`src/sv/ssrp_pkg.sv`:
```
// ----------------------------------------------------------------------------
// Subset-sum reachable positions: shared package
// Field widths, command and register codes, walk control types and the
// bit-search helpers used by the bitmap datapath.
// ----------------------------------------------------------------------------
package ssrp_pkg;

   // Widths of the request, result and register fields.
   localparam int unsigned CMD_W      = 2;
   localparam int unsigned SIZE_W     = 10;
   localparam int unsigned POS_W      = 8;
   localparam int unsigned CHUNK_W    = 4;
   localparam int unsigned WORD_BITS  = 64;
   localparam int unsigned BIT_W      = 6;
   localparam int unsigned CSR_IDX_W  = 2;
   localparam int unsigned CSR_DATA_W = 10;

   // Request command codes.
   typedef enum logic [CMD_W-1:0] {
      CMD_CLEAR = 2'd0,
      CMD_ADD   = 2'd1,
      CMD_READ  = 2'd2
   } cmd_type;

   // Configuration register indexes.
   localparam logic [CSR_IDX_W-1:0] CSR_STRIP_LIMIT   = 2'd0;
   localparam logic [CSR_IDX_W-1:0] CSR_USE_WIDTH     = 2'd1;
   localparam logic [CSR_IDX_W-1:0] CSR_EXCLUDED_ITEM = 2'd2;

   // What the walk does to each bitmap word.
   typedef enum logic [1:0] {
      MODE_KEEP  = 2'd0,
      MODE_CLEAR = 2'd1,
      MODE_ADD   = 2'd2
   } mode_type;

   // Sequencer states.
   typedef enum logic [1:0] {
      ST_IDLE  = 2'd0,
      ST_WALK  = 2'd1,
      ST_DRAIN = 2'd2,
      ST_DONE  = 2'd3
   } state_type;

   // Walk control from the sequencer to the datapath.
   typedef struct packed {
      logic               start;   // a request was accepted, reset the result capture
      logic               issue;   // read the word at idx this cycle
      logic [CHUNK_W-1:0] idx;     // word being issued
      mode_type           mode;
      logic [CHUNK_W-1:0] ws;      // item size in whole words
      logic [BIT_W-1:0]   bs;      // item size, bit within the word
      logic [CHUNK_W-1:0] chunk;   // word to report
   } walk_ctl_type;

   // Ones in bit positions 0 up to and including b.
   function automatic logic [WORD_BITS-1:0] low_mask(input logic [BIT_W-1:0] b);
      low_mask = {WORD_BITS{1'b1}} >> (6'd63 - b);
   endfunction

   // Position of the highest set bit, found by halving the window.
   function automatic logic [BIT_W-1:0] lead_one(input logic [WORD_BITS-1:0] v);
      logic [WORD_BITS-1:0] rest;
      logic [BIT_W-1:0]     pos;
      rest = v;
      pos  = '0;
      for (int k = BIT_W - 1; k >= 0; k--) begin
         if ((rest >> (1 << k)) != '0) begin
            pos[k] = 1'b1;
            rest   = rest >> (1 << k);
         end
      end
      lead_one = pos;
   endfunction

endpackage

```
`src/sv/ssrp_ram.sv`:
```
// ----------------------------------------------------------------------------
// Subset-sum reachable positions: generic RAM
// One write port and two read ports, read data registered.
// ----------------------------------------------------------------------------
module ssrp_ram #(
   parameter int unsigned WIDTH  = 64,
   parameter int unsigned DEPTH  = 16,
   parameter int unsigned ADDR_W = (DEPTH > 1) ? $clog2(DEPTH) : 1
) (
   input  logic              clock,
   input  logic              wr_en,
   input  logic [ADDR_W-1:0] wr_addr,
   input  logic [WIDTH-1:0]  wr_data,
   input  logic [ADDR_W-1:0] rd_a_addr,
   output logic [WIDTH-1:0]  rd_a_data,
   input  logic [ADDR_W-1:0] rd_b_addr,
   output logic [WIDTH-1:0]  rd_b_data
);

   logic [WIDTH-1:0] mem_ff [DEPTH];
   logic [WIDTH-1:0] rd_a_ff;
   logic [WIDTH-1:0] rd_b_ff;

   // Storage and registered reads.
   always_ff @(posedge clock) begin
      if (wr_en) begin
         mem_ff[wr_addr] <= wr_data;
      end
      rd_a_ff <= mem_ff[rd_a_addr];
      rd_b_ff <= mem_ff[rd_b_addr];
   end

   assign rd_a_data = rd_a_ff;
   assign rd_b_data = rd_b_ff;

endmodule

```
`src/sv/ssrp_datapath.sv`:
```
// ----------------------------------------------------------------------------
// Subset-sum reachable positions: bitmap datapath
// Walks the bitmap words from high to low through the RAM, writes back the
// shifted-and-ORed or cleared words, and captures the reported chunk and the
// best reachable sum from the new value of each word, cut at the limit.
// ----------------------------------------------------------------------------
module ssrp_datapath #(
   parameter int unsigned DEPTH  = 16,
   parameter int unsigned ADDR_W = (DEPTH > 1) ? $clog2(DEPTH) : 1
) (
   input  logic                              clock,
   input  logic                              reset,
   input  ssrp_pkg::walk_ctl_type            ctl,
   input  logic [ssrp_pkg::SIZE_W-1:0]       eff_limit,
   output logic                              last,
   output logic [ssrp_pkg::WORD_BITS-1:0]    chunk_word,
   output logic [ssrp_pkg::SIZE_W-1:0]       best
);

   logic [ssrp_pkg::CHUNK_W-1:0]   src_diff;
   logic                           src_ok;
   logic                           wr_en;
   logic [ssrp_pkg::WORD_BITS-1:0] rd_a_data;
   logic [ssrp_pkg::WORD_BITS-1:0] rd_b_data;

   logic                           p1_valid_ff;
   logic [ssrp_pkg::CHUNK_W-1:0]   p1_idx_ff;
   logic                           p1_ok_ff;

   logic                           p2_valid_ff;
   logic [ssrp_pkg::CHUNK_W-1:0]   p2_idx_ff;
   logic [ssrp_pkg::WORD_BITS-1:0] p2_old_ff;
   logic [ssrp_pkg::WORD_BITS-1:0] p2_src_ff;

   logic                           p3_valid_ff;
   logic [ssrp_pkg::CHUNK_W-1:0]   p3_idx_ff;
   logic [ssrp_pkg::WORD_BITS-1:0] p3_word_ff;

   logic [ssrp_pkg::WORD_BITS-1:0] lo_word;
   logic [ssrp_pkg::WORD_BITS-1:0] spill;
   logic [ssrp_pkg::WORD_BITS-1:0] new_word;
   logic [ssrp_pkg::WORD_BITS-1:0] masked;

   logic [ssrp_pkg::WORD_BITS-1:0] chunk_word_ff;
   logic [ssrp_pkg::WORD_BITS-1:0] chunk_word_in;
   logic [ssrp_pkg::SIZE_W-1:0]    best_ff;
   logic [ssrp_pkg::SIZE_W-1:0]    best_in;
   logic                           found_ff;
   logic                           found_in;

   logic [ssrp_pkg::CHUNK_W-1:0]   lim_word;
   logic [ssrp_pkg::BIT_W-1:0]     lim_bit;

   assign lim_word = eff_limit[ssrp_pkg::SIZE_W-1:ssrp_pkg::BIT_W];
   assign lim_bit  = eff_limit[ssrp_pkg::BIT_W-1:0];

   // Issue: the word itself on port A, its source word on port B. A source
   // below word zero contributes nothing.
   assign src_diff = ctl.idx - ctl.ws;
   assign src_ok   = (ctl.idx >= ctl.ws) && (ctl.mode == ssrp_pkg::MODE_ADD);

   ssrp_ram #(
      .WIDTH  (ssrp_pkg::WORD_BITS),
      .DEPTH  (DEPTH),
      .ADDR_W (ADDR_W)
   ) map_ram (
      .clock     (clock),
      .wr_en     (wr_en),
      .wr_addr   (p2_idx_ff[ADDR_W-1:0]),
      .wr_data   (new_word),
      .rd_a_addr (ctl.idx[ADDR_W-1:0]),
      .rd_a_data (rd_a_data),
      .rd_b_addr (src_diff[ADDR_W-1:0]),
      .rd_b_data (rd_b_data)
   );

   // Pipeline valid bits.
   always_ff @(posedge clock) begin
      if (reset) begin
         p1_valid_ff <= 1'b0;
         p2_valid_ff <= 1'b0;
         p3_valid_ff <= 1'b0;
      end else begin
         p1_valid_ff <= ctl.issue;
         p2_valid_ff <= p1_valid_ff;
         p3_valid_ff <= p2_valid_ff;
      end
   end

   // Pipeline payload: read data is held one stage so that the next lower
   // source word, read in the following cycle, can supply the spill bits.
   always_ff @(posedge clock) begin
      p1_idx_ff  <= ctl.idx;
      p1_ok_ff   <= src_ok;
      p2_idx_ff  <= p1_idx_ff;
      p2_old_ff  <= rd_a_data;
      p2_src_ff  <= p1_ok_ff ? rd_b_data : '0;
      p3_idx_ff  <= p2_idx_ff;
      p3_word_ff <= new_word;
   end

   // Write-back word. The word in stage one is always the next lower one,
   // so its source read holds the bits that spill into this word.
   always_comb begin
      lo_word = (p1_valid_ff && p1_ok_ff) ? rd_b_data : '0;
      if (ctl.bs == '0) begin
         spill = '0;
      end else begin
         spill = lo_word >> (7'd64 - {1'b0, ctl.bs});
      end
      case (ctl.mode)
         ssrp_pkg::MODE_CLEAR: begin
            new_word = (p2_idx_ff == '0) ? {{(ssrp_pkg::WORD_BITS-1){1'b0}}, 1'b1} : '0;
         end
         ssrp_pkg::MODE_ADD: begin
            new_word = p2_old_ff | (p2_src_ff << ctl.bs) | spill;
         end
         default: begin
            new_word = p2_old_ff;
         end
      endcase
   end

   assign wr_en = p2_valid_ff && (ctl.mode != ssrp_pkg::MODE_KEEP);

   // Cut the written word at the limit.
   always_comb begin
      if (p3_idx_ff > lim_word) begin
         masked = '0;
      end else if (p3_idx_ff == lim_word) begin
         masked = p3_word_ff & ssrp_pkg::low_mask(lim_bit);
      end else begin
         masked = p3_word_ff;
      end
   end

   // Result capture: the reported chunk, and the first set bit met from
   // the top, which is the best sum.
   always_comb begin
      chunk_word_in = chunk_word_ff;
      best_in       = best_ff;
      found_in      = found_ff;
      if (ctl.start) begin
         chunk_word_in = '0;
         best_in       = '0;
         found_in      = 1'b0;
      end else if (p3_valid_ff) begin
         if (p3_idx_ff == ctl.chunk) begin
            chunk_word_in = masked;
         end
         if (!found_ff && (masked != '0)) begin
            best_in  = {p3_idx_ff, ssrp_pkg::lead_one(masked)};
            found_in = 1'b1;
         end
      end
   end

   always_ff @(posedge clock) begin
      if (reset) begin
         found_ff <= 1'b0;
      end else begin
         found_ff <= found_in;
      end
   end

   always_ff @(posedge clock) begin
      chunk_word_ff <= chunk_word_in;
      best_ff       <= best_in;
   end

   assign last       = p3_valid_ff && (p3_idx_ff == '0);
   assign chunk_word = chunk_word_ff;
   assign best       = best_ff;

endmodule

```
`src/sv/ssrp_ctrl.sv`:
```
// ----------------------------------------------------------------------------
// Subset-sum reachable positions: request sequencer
// Decodes a request, steps the word counter over the bitmap from the top
// word down, waits for the pipeline to drain and hands the result over.
// After reset it runs one clearing walk without a result.
// ----------------------------------------------------------------------------
module ssrp_ctrl #(
   parameter int unsigned DEPTH = 16
) (
   input  logic                              clock,
   input  logic                              reset,
   input  logic                              req_valid,
   output logic                              req_ready,
   input  logic [ssrp_pkg::CMD_W-1:0]        req_command,
   input  logic [ssrp_pkg::SIZE_W-1:0]       req_item_width,
   input  logic [ssrp_pkg::SIZE_W-1:0]       req_item_height,
   input  logic [ssrp_pkg::POS_W-1:0]        req_item_position,
   input  logic [ssrp_pkg::CHUNK_W-1:0]      req_chunk_index,
   input  logic                              use_width,
   input  logic [ssrp_pkg::POS_W-1:0]        excluded_item,
   input  logic                              last,
   input  logic                              rsp_free,
   output logic                              rsp_load,
   output logic                              skipped,
   output ssrp_pkg::walk_ctl_type            ctl
);

   localparam logic [ssrp_pkg::CHUNK_W-1:0] TOP_WORD = ssrp_pkg::CHUNK_W'(DEPTH - 1);

   ssrp_pkg::state_type            state_ff;
   ssrp_pkg::state_type            state_in;
   logic [ssrp_pkg::CHUNK_W-1:0]   idx_ff;
   logic [ssrp_pkg::CHUNK_W-1:0]   idx_in;
   ssrp_pkg::mode_type             mode_ff;
   ssrp_pkg::mode_type             mode_in;
   logic                           report_ff;
   logic                           report_in;
   logic [ssrp_pkg::CHUNK_W-1:0]   ws_ff;
   logic [ssrp_pkg::CHUNK_W-1:0]   ws_in;
   logic [ssrp_pkg::BIT_W-1:0]     bs_ff;
   logic [ssrp_pkg::BIT_W-1:0]     bs_in;
   logic [ssrp_pkg::CHUNK_W-1:0]   chunk_ff;
   logic [ssrp_pkg::CHUNK_W-1:0]   chunk_in;
   logic                           skipped_ff;
   logic                           skipped_in;

   logic                           accept;
   logic                           issue;
   logic [ssrp_pkg::SIZE_W-1:0]    size;
   logic                           is_excluded;

   assign accept      = req_valid && req_ready;
   assign size        = use_width ? req_item_width : req_item_height;
   assign is_excluded = (req_item_position == excluded_item);

   // Next state.
   always_comb begin
      state_in = state_ff;
      case (state_ff)
         ssrp_pkg::ST_IDLE: begin
            if (req_valid) begin
               state_in = ssrp_pkg::ST_WALK;
            end
         end
         ssrp_pkg::ST_WALK: begin
            if (idx_ff == '0) begin
               state_in = ssrp_pkg::ST_DRAIN;
            end
         end
         ssrp_pkg::ST_DRAIN: begin
            if (last) begin
               state_in = ssrp_pkg::ST_DONE;
            end
         end
         ssrp_pkg::ST_DONE: begin
            if (!report_ff || rsp_free) begin
               state_in = ssrp_pkg::ST_IDLE;
            end
         end
         default: begin
            state_in = ssrp_pkg::ST_IDLE;
         end
      endcase
   end

   // Outputs of the state machine.
   always_comb begin
      req_ready = 1'b0;
      rsp_load  = 1'b0;
      issue     = 1'b0;
      case (state_ff)
         ssrp_pkg::ST_IDLE: begin
            req_ready = 1'b1;
         end
         ssrp_pkg::ST_WALK: begin
            issue = 1'b1;
         end
         ssrp_pkg::ST_DONE: begin
            rsp_load = report_ff && rsp_free;
         end
         default: begin
            req_ready = 1'b0;
         end
      endcase
   end

   // Request decode and word counter.
   always_comb begin
      idx_in     = idx_ff;
      mode_in    = mode_ff;
      report_in  = report_ff;
      ws_in      = ws_ff;
      bs_in      = bs_ff;
      chunk_in   = chunk_ff;
      skipped_in = skipped_ff;
      if (accept) begin
         idx_in     = TOP_WORD;
         report_in  = 1'b1;
         ws_in      = size[ssrp_pkg::SIZE_W-1:ssrp_pkg::BIT_W];
         bs_in      = size[ssrp_pkg::BIT_W-1:0];
         chunk_in   = req_chunk_index;
         skipped_in = 1'b0;
         case (req_command)
            ssrp_pkg::CMD_CLEAR: begin
               mode_in = ssrp_pkg::MODE_CLEAR;
            end
            ssrp_pkg::CMD_ADD: begin
               if (is_excluded) begin
                  mode_in    = ssrp_pkg::MODE_KEEP;
                  skipped_in = 1'b1;
               end else begin
                  mode_in = ssrp_pkg::MODE_ADD;
               end
            end
            default: begin
               mode_in = ssrp_pkg::MODE_KEEP;
            end
         endcase
      end else if ((state_ff == ssrp_pkg::ST_WALK) && (idx_ff != '0)) begin
         idx_in = idx_ff - 1'b1;
      end
   end

   // Control registers; reset starts the clearing walk.
   always_ff @(posedge clock) begin
      if (reset) begin
         state_ff  <= ssrp_pkg::ST_WALK;
         idx_ff    <= TOP_WORD;
         mode_ff   <= ssrp_pkg::MODE_CLEAR;
         report_ff <= 1'b0;
      end else begin
         state_ff  <= state_in;
         idx_ff    <= idx_in;
         mode_ff   <= mode_in;
         report_ff <= report_in;
      end
   end

   always_ff @(posedge clock) begin
      ws_ff      <= ws_in;
      bs_ff      <= bs_in;
      chunk_ff   <= chunk_in;
      skipped_ff <= skipped_in;
   end

   assign ctl.start = accept;
   assign ctl.issue = issue;
   assign ctl.idx   = idx_ff;
   assign ctl.mode  = mode_ff;
   assign ctl.ws    = ws_ff;
   assign ctl.bs    = bs_ff;
   assign ctl.chunk = chunk_ff;
   assign skipped   = skipped_ff;

endmodule

```
`src/sv/subset_sum_reachable_positions_unit.sv`:
```
// ----------------------------------------------------------------------------
// Subset-sum reachable positions unit
// Reachable-sum bitmap for 0/1 subset sum with clear, add and read requests.
// ----------------------------------------------------------------------------
// The unit keeps one bit per position in a RAM of 64-bit words and answers
// each request with one result: a 64-position chunk of the bitmap cut at the
// strip limit, the largest reachable sum not above the limit, and whether an
// add was skipped as the excluded item. Every request walks the stored words
// once from the top word down through the RAM's two read ports and one write
// port, and the next request is taken only once that walk has drained.
// DEPTH, the number of words, is MAX_POSITIONS / 64 capped at 16. A waiting
// result does not hold up the next request until that request's own result
// is ready. After reset the unit clears the bitmap in one walk with req_ready
// low; configuration writes are taken at any time. MAX_POSITIONS must be a
// multiple of 64.
// ----------------------------------------------------------------------------
module subset_sum_reachable_positions_unit #(
   parameter int unsigned MAX_POSITIONS = 1024
) (
   input  logic                              clock,
   input  logic                              reset,

   input  logic                              csr_valid,
   output logic                              csr_ready,
   input  logic [ssrp_pkg::CSR_IDX_W-1:0]    csr_index,
   input  logic [ssrp_pkg::CSR_DATA_W-1:0]   csr_data,

   input  logic                              req_valid,
   output logic                              req_ready,
   input  logic [ssrp_pkg::CMD_W-1:0]        req_command,
   input  logic [ssrp_pkg::SIZE_W-1:0]       req_item_width,
   input  logic [ssrp_pkg::SIZE_W-1:0]       req_item_height,
   input  logic [ssrp_pkg::POS_W-1:0]        req_item_position,
   input  logic [ssrp_pkg::CHUNK_W-1:0]      req_chunk_index,

   output logic                              rsp_valid,
   input  logic                              rsp_ready,
   output logic [ssrp_pkg::WORD_BITS-1:0]    rsp_reachable_chunk,
   output logic [ssrp_pkg::SIZE_W-1:0]       rsp_best_sum,
   output logic                              rsp_item_skipped
);

   localparam int unsigned MAP_WORDS  = MAX_POSITIONS / ssrp_pkg::WORD_BITS;
   localparam int unsigned WORD_LIMIT = 1 << ssrp_pkg::CHUNK_W;
   localparam int unsigned DEPTH      = (MAP_WORDS < WORD_LIMIT) ? MAP_WORDS : WORD_LIMIT;
   localparam int unsigned ADDR_W     = (DEPTH > 1) ? $clog2(DEPTH) : 1;
   localparam int unsigned FIELD_MAX  = (1 << ssrp_pkg::SIZE_W) - 1;
   localparam int unsigned LIM_CAP    =
      (MAX_POSITIONS - 1 < FIELD_MAX) ? MAX_POSITIONS - 1 : FIELD_MAX;

   logic [ssrp_pkg::SIZE_W-1:0]    strip_limit_ff;
   logic [ssrp_pkg::SIZE_W-1:0]    strip_limit_in;
   logic                           use_width_ff;
   logic                           use_width_in;
   logic [ssrp_pkg::POS_W-1:0]     excluded_item_ff;
   logic [ssrp_pkg::POS_W-1:0]     excluded_item_in;

   logic [ssrp_pkg::SIZE_W-1:0]    eff_limit;
   ssrp_pkg::walk_ctl_type         ctl;
   logic                           last;
   logic                           rsp_free;
   logic                           rsp_load;
   logic                           skipped;
   logic [ssrp_pkg::WORD_BITS-1:0] chunk_word;
   logic [ssrp_pkg::SIZE_W-1:0]    best;

   logic                           rsp_valid_ff;
   logic                           rsp_valid_in;
   logic [ssrp_pkg::WORD_BITS-1:0] rsp_chunk_ff;
   logic [ssrp_pkg::SIZE_W-1:0]    rsp_best_ff;
   logic                           rsp_skipped_ff;

   // Configuration registers.
   assign csr_ready = 1'b1;

   always_comb begin
      strip_limit_in   = strip_limit_ff;
      use_width_in     = use_width_ff;
      excluded_item_in = excluded_item_ff;
      if (csr_valid) begin
         case (csr_index)
            ssrp_pkg::CSR_STRIP_LIMIT: begin
               strip_limit_in = csr_data;
            end
            ssrp_pkg::CSR_USE_WIDTH: begin
               use_width_in = csr_data[0];
            end
            ssrp_pkg::CSR_EXCLUDED_ITEM: begin
               excluded_item_in = csr_data[ssrp_pkg::POS_W-1:0];
            end
            default: begin
               strip_limit_in = strip_limit_ff;
            end
         endcase
      end
   end

   always_ff @(posedge clock) begin
      if (reset) begin
         strip_limit_ff   <= ssrp_pkg::SIZE_W'(FIELD_MAX);
         use_width_ff     <= 1'b1;
         excluded_item_ff <= '0;
      end else begin
         strip_limit_ff   <= strip_limit_in;
         use_width_ff     <= use_width_in;
         excluded_item_ff <= excluded_item_in;
      end
   end

   // The limit never reaches past the last stored position.
   assign eff_limit = (strip_limit_ff < ssrp_pkg::SIZE_W'(LIM_CAP)) ?
                      strip_limit_ff : ssrp_pkg::SIZE_W'(LIM_CAP);

   ssrp_ctrl #(
      .DEPTH (DEPTH)
   ) ctrl (
      .clock             (clock),
      .reset             (reset),
      .req_valid         (req_valid),
      .req_ready         (req_ready),
      .req_command       (req_command),
      .req_item_width    (req_item_width),
      .req_item_height   (req_item_height),
      .req_item_position (req_item_position),
      .req_chunk_index   (req_chunk_index),
      .use_width         (use_width_ff),
      .excluded_item     (excluded_item_ff),
      .last              (last),
      .rsp_free          (rsp_free),
      .rsp_load          (rsp_load),
      .skipped           (skipped),
      .ctl               (ctl)
   );

   ssrp_datapath #(
      .DEPTH  (DEPTH),
      .ADDR_W (ADDR_W)
   ) datapath (
      .clock      (clock),
      .reset      (reset),
      .ctl        (ctl),
      .eff_limit  (eff_limit),
      .last       (last),
      .chunk_word (chunk_word),
      .best       (best)
   );

   // Result register.
   assign rsp_free = !rsp_valid_ff || rsp_ready;

   always_comb begin
      rsp_valid_in = rsp_valid_ff;
      if (rsp_load) begin
         rsp_valid_in = 1'b1;
      end else if (rsp_ready) begin
         rsp_valid_in = 1'b0;
      end
   end

   always_ff @(posedge clock) begin
      if (reset) begin
         rsp_valid_ff <= 1'b0;
      end else begin
         rsp_valid_ff <= rsp_valid_in;
      end
   end

   always_ff @(posedge clock) begin
      if (rsp_load) begin
         rsp_chunk_ff   <= chunk_word;
         rsp_best_ff    <= best;
         rsp_skipped_ff <= skipped;
      end
   end

   assign rsp_valid           = rsp_valid_ff;
   assign rsp_reachable_chunk = rsp_chunk_ff;
   assign rsp_best_sum        = rsp_best_ff;
   assign rsp_item_skipped    = rsp_skipped_ff;

endmodule

```
`config.mk`:
```
export PLATFORM = sky130hd
export DESIGN_NAME = subset_sum_reachable_positions_unit
export DESIGN_NICKNAME = d
export VERILOG_FILES = /design/src/sv/ssrp_pkg.sv /design/src/sv/ssrp_ram.sv /design/src/sv/ssrp_datapath.sv /design/src/sv/ssrp_ctrl.sv /design/src/sv/subset_sum_reachable_positions_unit.sv
export SDC_FILE = /design/constraint.sdc
export NUM_CORES = 2
export LEC_CHECK = 0
export BUFFER_PORTS_ARGS = -buffer_cell sky130_fd_sc_hd__buf_2
export CORE_MARGIN = 4
export CORE_UTILIZATION = 59
export DETAILED_ROUTE_END_ITERATION = 6
export PLACE_DENSITY = 0.85
export SYNTH_ARGS = -nofsm -noshare
export SYNTH_HDL_FRONTEND = slang
export SYNTH_SLANG_ARGS = --single-unit
```
`constraint.sdc`:
```
create_clock -name clock -period 9.3 [get_ports clock]
set_clock_uncertainty 0.2 [all_clocks]
set_input_delay 0.465 -clock clock [delete_from_list [all_inputs] [get_ports clock]]
set_output_delay 0.465 -clock clock [all_outputs]
set_load 0.05 [all_outputs]
```
* Yosys cells after proc, flatten, opt, wreduce, memory -nomap -nowiden
Memory sizes are Yosys's and may differ from the RTL's. A register that Yosys moved wholly into a read port is not among the register bits.
Index checks and enable logic that the tools add are counted.
** Word-level totals
- Output and inout bits :: 78
- Memory bits (read-only) :: 0
- Memories kept :: 1
- RAM bits :: 1024
- Bits in latches :: 0
- Logic and storage cells :: 143
- Bits in registers :: 402
** Memories
- datapath.map_ram.mem_ff :: depth 16, width 64, rd ports 2, clocked after Yosys merged registers in 2, write ports 1, RTL line ssrp_ram.sv:20 : logic [WIDTH-1:0] mem_ff [DEPTH];
** Cells by class
- Reduce and logical (&&, ||, !) cells :: 37
- Multipliers :: 0
- Add/subtract/negate cells :: 4
- Eq/ne operators :: 15
- Multiplexer cells :: 49
- Div/mod/pow operators :: 0
- $lt $le $gt $ge :: 3
- Shift-type cells :: 3
- Bitwise operators :: 3
** Operator list (number)
- $mux W64 :: 24
- $reduce_bool A64 Y1 :: 7
- $or A64 B64 Y64 :: 2
- $pmux W64 S2 :: 1
- $and A64 B64 Y64 :: 1
- $shl A64 B6 Y64 :: 1
- $shr A64 B6 Y64 const A :: 1
- $shr A64 B7 Y64 :: 1
- $mux W10 :: 2
- $mux W1 :: 15
- $logic_not A4 Y1 :: 3
- $lt A10 B10 Y1 const B :: 1
- $mux W2 :: 5
- $reduce_and A2 Y1 :: 5
- $eq A2 B1 Y1 const B :: 4
- $eq A2 B2 Y1 const B :: 4
- $eq A4 B4 Y1 :: 2
- $eq A8 B8 Y1 :: 1
- $logic_and A1 B1 Y1 :: 8
- $pmux W2 S4 :: 1
- $sub A7 B6 Y7 const A :: 1
- $logic_not A2 Y1 :: 3
- $logic_not A6 Y1 :: 1
- $ne A2 B1 Y1 const B :: 3
- other kinds (13) :: 17

* Depth between registers and ports, before layout
- Depth in word-level cells :: 34
- Depth in mapped cells :: 17

* Cells and area by module
A second synthesis with hierarchy kept.
** Second synthesis, totals
- Cells, all modules :: 4808
- Area, all modules :: 70720.3 um^2
** By module, submodules not included
- ssrp_ram :: area each 48281.3 um^2, times used 1, sequential area each 33311.9 um^2, cells each 2247
- ssrp_datapath :: area each 18119.9 um^2, times used 1, sequential area each 5665.4 um^2, cells each 2294
- subset_sum_reachable_positions_unit :: area each 3151.8 um^2, times used 1, sequential area each 2652.5 um^2, cells each 175
- ssrp_ctrl :: area each 1167.4 um^2, times used 1, sequential area each 630.6 um^2, cells each 92

* Worst setup path after synthesis
No wires, ideal clock.
- Kind :: register -> register
- Start point :: register ctrl.bs_ff[0] in the netlist's numbering
- End point :: memory datapath.map_ram.mem_ff[0][11], data pin
- Buffers on the path :: 5
- Period minus slack after synthesis :: 4.858 ns
- Cell stages (with the launch flop) :: 15
- Setup slack :: 4.442 ns
- Arrival time :: 4.359 ns
- Required time :: 8.801 ns
- Library setup time :: 0.299 ns
- Path through :: edfxtp_1 inv_1 buf_2 buf_1 buf_1 ha_1 inv_2 clkbuf_1 buf_1 mux2i_1 mux2i_1 mux4_2 o22ai_1 nor3_1 o22ai_1
** On the way
- Word-level cells in the longest chain between the ends :: 5
- Elaborated cells between the ends (all ways) :: 8
- Classes of those cells :: 1 x add/sub; 2 x shift; 2 x mux; 2 x bitwise; 1 x reduce/logical
** RTL lines
- start, declared :: RTL line ssrp_ctrl.sv:40 : logic [ssrp_pkg::BIT_W-1:0] bs_ff;
- start signal, assigned :: RTL line ssrp_ctrl.sv:161 : bs_ff <= bs_in;
- $sub A7 B6 Y7 :: RTL line ssrp_datapath.sv:109 : spill = lo_word >> (7'd64 - {1'b0, ctl.bs});
- $shr A64 B7 Y64 :: RTL line ssrp_datapath.sv:109
- $mux W64 :: RTL line ssrp_datapath.sv:106 : if (ctl.bs == '0) begin
- $or A64 B64 Y64 (*) :: RTL line ssrp_datapath.sv:116 : new_word = p2_old_ff | (p2_src_ff << ctl.bs) | spill;
- $pmux W64 S2 (*) :: RTL line ssrp_datapath.sv:111 : case (ctl.mode)
- via datapath.map_ram.wr_data[11] :: RTL line ssrp_ram.sv:13 : input logic [WIDTH-1:0] wr_data,
- end, declared :: RTL line ssrp_ram.sv:20
The timed path passes the listed nets; every way through them passes the cells marked *.

* Worst setup path after layout
- Start point :: register ctrl.bs_ff[0] in the netlist's numbering
- End point :: memory datapath.map_ram.mem_ff[10][34], data pin
Same word-level chain as after synthesis.

==> run summary <==
Post-Syn Instances - 4515
final std cells w/o fill - 6331
measured slew at the worst slew-check pin - 1.36 ns
grt total ovfl - 0
Mapped Area - 70800 um2
drt pass-1 iters - 7
CTS Root Cell - clkbuf_16
ys flop type - edfxtp_1
fillers - 7598
clk buf depth - 3
net switching power - 7630 uW
Via density - 7.31
Initial DRC Count - 7733
internal power - 15900 uW
Die Ht - 354 um
worst-path fanout max - 128
Clock transition at path regs - 0.07 ns
nets@finish - 4662
Final Cycle Share - 63.3%
DR WL/cell - 35.7 um
Final Routed Wirelength - 226 mm
setup TNS - 0 ns
EDFF count, synth - 1114
Area Overhead vs Synth - 11.3%
Async SR Flop Fraction - 0%
Synth cell types - 97
Mean Syn Cell Area - 15.7 um2
switch share - 32.4%
pre-CTS WS - 3.70 ns
GRT Total Usage - 36.1%
register area - 42300 um2
fin crit period - 5.89 ns
Clk network pwr share - 27.4%
Max Cap Violations - 0
H-tree levels - 4
post-route ant nets - 0
post_cts resized - 0
worst vdd ir - 0.295 mV
number of synthesized register bits - 1554
CTS tree - built
Flop pwr share - 39.4%
number of placed cells counting well taps - 5994
# port buffers - 127
Worst Path Required - 9.56 ns
leakage - 0.0272 uW
# Post-CTS Setup Buffers - 0
setup ws final - 3.41 ns
Hold/Removal Path Class - in -> reg
pin count of the biggest net entering global routing - 129
Placeable Area - 119000 um2
DP Wirelength - 140 mm
Setup crit end kind - register
Net Count, Synth - 4584
Multi-input gate area - 27300 um2
Rows - 126
die width - 354 um
fin area - 78900 um2
Vias - 46300
CTS Hold Bufs - 43
initial core utilization - 59.7%
first-pass GRT wire length - 327 mm
number of antenna violations at the first check in global routing - 10
Final Hold Fails - 0
total clock buffers created by CTS - 154
Logic pwr share - 33.2%
Crit Path Class - reg -> reg
worst skew pair latency - 0.81 ns
RSZ-0062 raised after global routing - false
placed inst area - 73200 um2
startpoint type of the worst setup path - register
relative slew slack - 9.63%
arrival time worst endpoint - 6.15 ns
outcome - finished with violations
GP Congestion - 1.10
layout cells sized above 1 - 26.9%
Seq/Total Area, Yosys - 59.7%
Final Max Slew Viols - 0
vias in the first global route - 46100
I/O pin cnt - 129
YS warnings - 0
DRC - 20
utilization after layout - 66.5%
Setup-failing EPs final - 0
violated checks - DRC
Peak Freq - 0.170 GHz
die area - 126000 um2
Sink Count - 1554
pwr dens - 298 nW/um2
## worst paths after layout
check	startpoint	to	slack [ns]	cells after the start
setup / recovery	ctrl.bs_ff[0]	datapath.map_ram.mem_ff[10][34]	3.41	13
hold / removal	csr_index[0]	strip_limit_ff[8]	0.06	5
setup reg to reg	ctrl.bs_ff[0]	datapath.map_ram.mem_ff[10][34]	3.41	13
hold reg to reg	datapath.map_ram.rd_a_data[24]	datapath.p2_old_ff[24]	0.12	0
## sequential cells by signal, indices dropped and copies added (netlist names), 6 cells and up
name / count
strip_limit_ff: 10
datapath.p3_word_ff: 64
datapath.p2_src_ff: 64
datapath.map_ram.rd_b_data: 64
ctrl.bs_ff: 6
rsp_best_sum: 10
datapath.best: 10
datapath.p2_old_ff: 64
excluded_item_ff: 8
datapath.map_ram.mem_ff: 1024
datapath.chunk_word: 64
rsp_reachable_chunk: 64
datapath.map_ram.rd_a_data: 64
## final cells by class
class,count,area share (%)
clock inverter,67,1.04
tap,1600,2.54
timing repair buffer,270,2.38
antenna,5,0.0159
multi-input combinational,2565,34.6
inverter,48,0.228
sequential,1554,53.6
clock buffer,222,5.63
## worst max-delay path: stages (launching register included)
cell and delay [ns]:
edfxtp_1 0.39, buf_12 0.54, inv_2 0.08, ha_1 0.31, buf_4 0.24, inv_2 0.73, buf_4 0.35, mux2i_1 0.27
mux2i_1 0.15, mux2i_1 0.45, o21ai_0 0.26, o21ai_0 0.52, a21oi_1 0.18, nor2_1 0.76
## power groups by stage
stage	registers (uW)	clock network (uW)	logic, uW
detailed placement	9310	0	7560
global placement	9280	0	7410
floorplan	8860	0	5910
finish	9260	6450	7800
CTS	9210	6480	7690
global route	9290	6790	8190
## stage by stage
stage | power [uW] | hold WS (ns)
6_report | 23500 | 0.0620
5_1_grt | 24300 | 0.0975
3_3_place_gp | 16700 | 0.110
2_1_floorplan | 14800 | 0.110
4_1_cts | 23400 | 0.0187
3_5_place_dp | 16900 | 0.112
## cells by family (layout without fill, tap and decap cells)
logic type	count (synthesis)	count (layout)	share of synthesized area (%)
flip-flops	1554	1554	59.7
AND/OR/NAND/NOR	958	958	6.35
multiplexers	940	940	25.5
AO/OA/AOI/OAI	623	623	5.60
buffers and inverters	396	607	2.22
XOR/XNOR	24	24	0.297
adder cells (fa/ha/maj)	19	19	0.343
other	1	6	0.00529
## cell usage in the layout (no fill, tap or decap), types with 20 or more instances in the layout
| cell type | instances |
|---|---|
| clkbuf_8 | 22 |
| mux2_2 | 47 |
| nor2_1 | 311 |
| clkbuf_16 | 159 |
| dfxtp_1 | 434 |
| a21oi_1 | 194 |
| mux2i_1 | 204 |
| buf_2 | 127 |
| mux4_2 | 688 |
| nor2b_1 | 20 |
| o22ai_1 | 32 |
| and3b_1 | 27 |
| a211oi_1 | 35 |
| inv_1 | 41 |
| o211ai_1 | 34 |
| o21ai_0 | 150 |
| nand2_1 | 298 |
| and2_1 | 78 |
| and3_1 | 40 |
| nand3_1 | 44 |
| clkbuf_1 | 39 |
| buf_4 | 95 |
| dlygate4sd3_1 | 43 |
| o221ai_1 | 28 |
| edfxtp_1 | 1114 |
| nand2b_1 | 41 |
## synth_stat cells, types with 13 or more instances
cell type / instances / area, um2
a21oi_1: 194 / 971
o21ai_0: 150 / 751
mux2i_1: 204 / 2040
a31oi_1: 14 / 87.6
nor2_1: 327 / 1230
mux2_2: 47 / 529
and3b_1: 27 / 236
nand3_1: 45 / 225
and2_1: 78 / 488
nor2b_1: 22 / 138
a211o_1: 13 / 114
nor3_1: 19 / 95.1
a211oi_1: 35 / 263
nand2b_1: 41 / 257
edfxtp_1: 1114 / 33500
mux4_2: 688 / 15500
and3_1: 40 / 250
nand2_1: 298 / 1120
clkbuf_1: 263 / 987
inv_1: 43 / 161
buf_1: 66 / 248
ha_1: 17 / 213
o31ai_1: 14 / 105
o221ai_1: 28 / 245
o211ai_1: 34 / 255
o22ai_1: 34 / 213
xor2_1: 13 / 114
dfxtp_1: 440 / 8810
## metal layers
layer	track usage (%)	up-vias	routed length, um
li1	-	18200	-
met1	48.1	23400	77700
met2	53.9	3916	103000
met3	11.4	705	32000
met4	18.7	8	13600
met5	0	-	65
(Power assumes the default switching activity.)
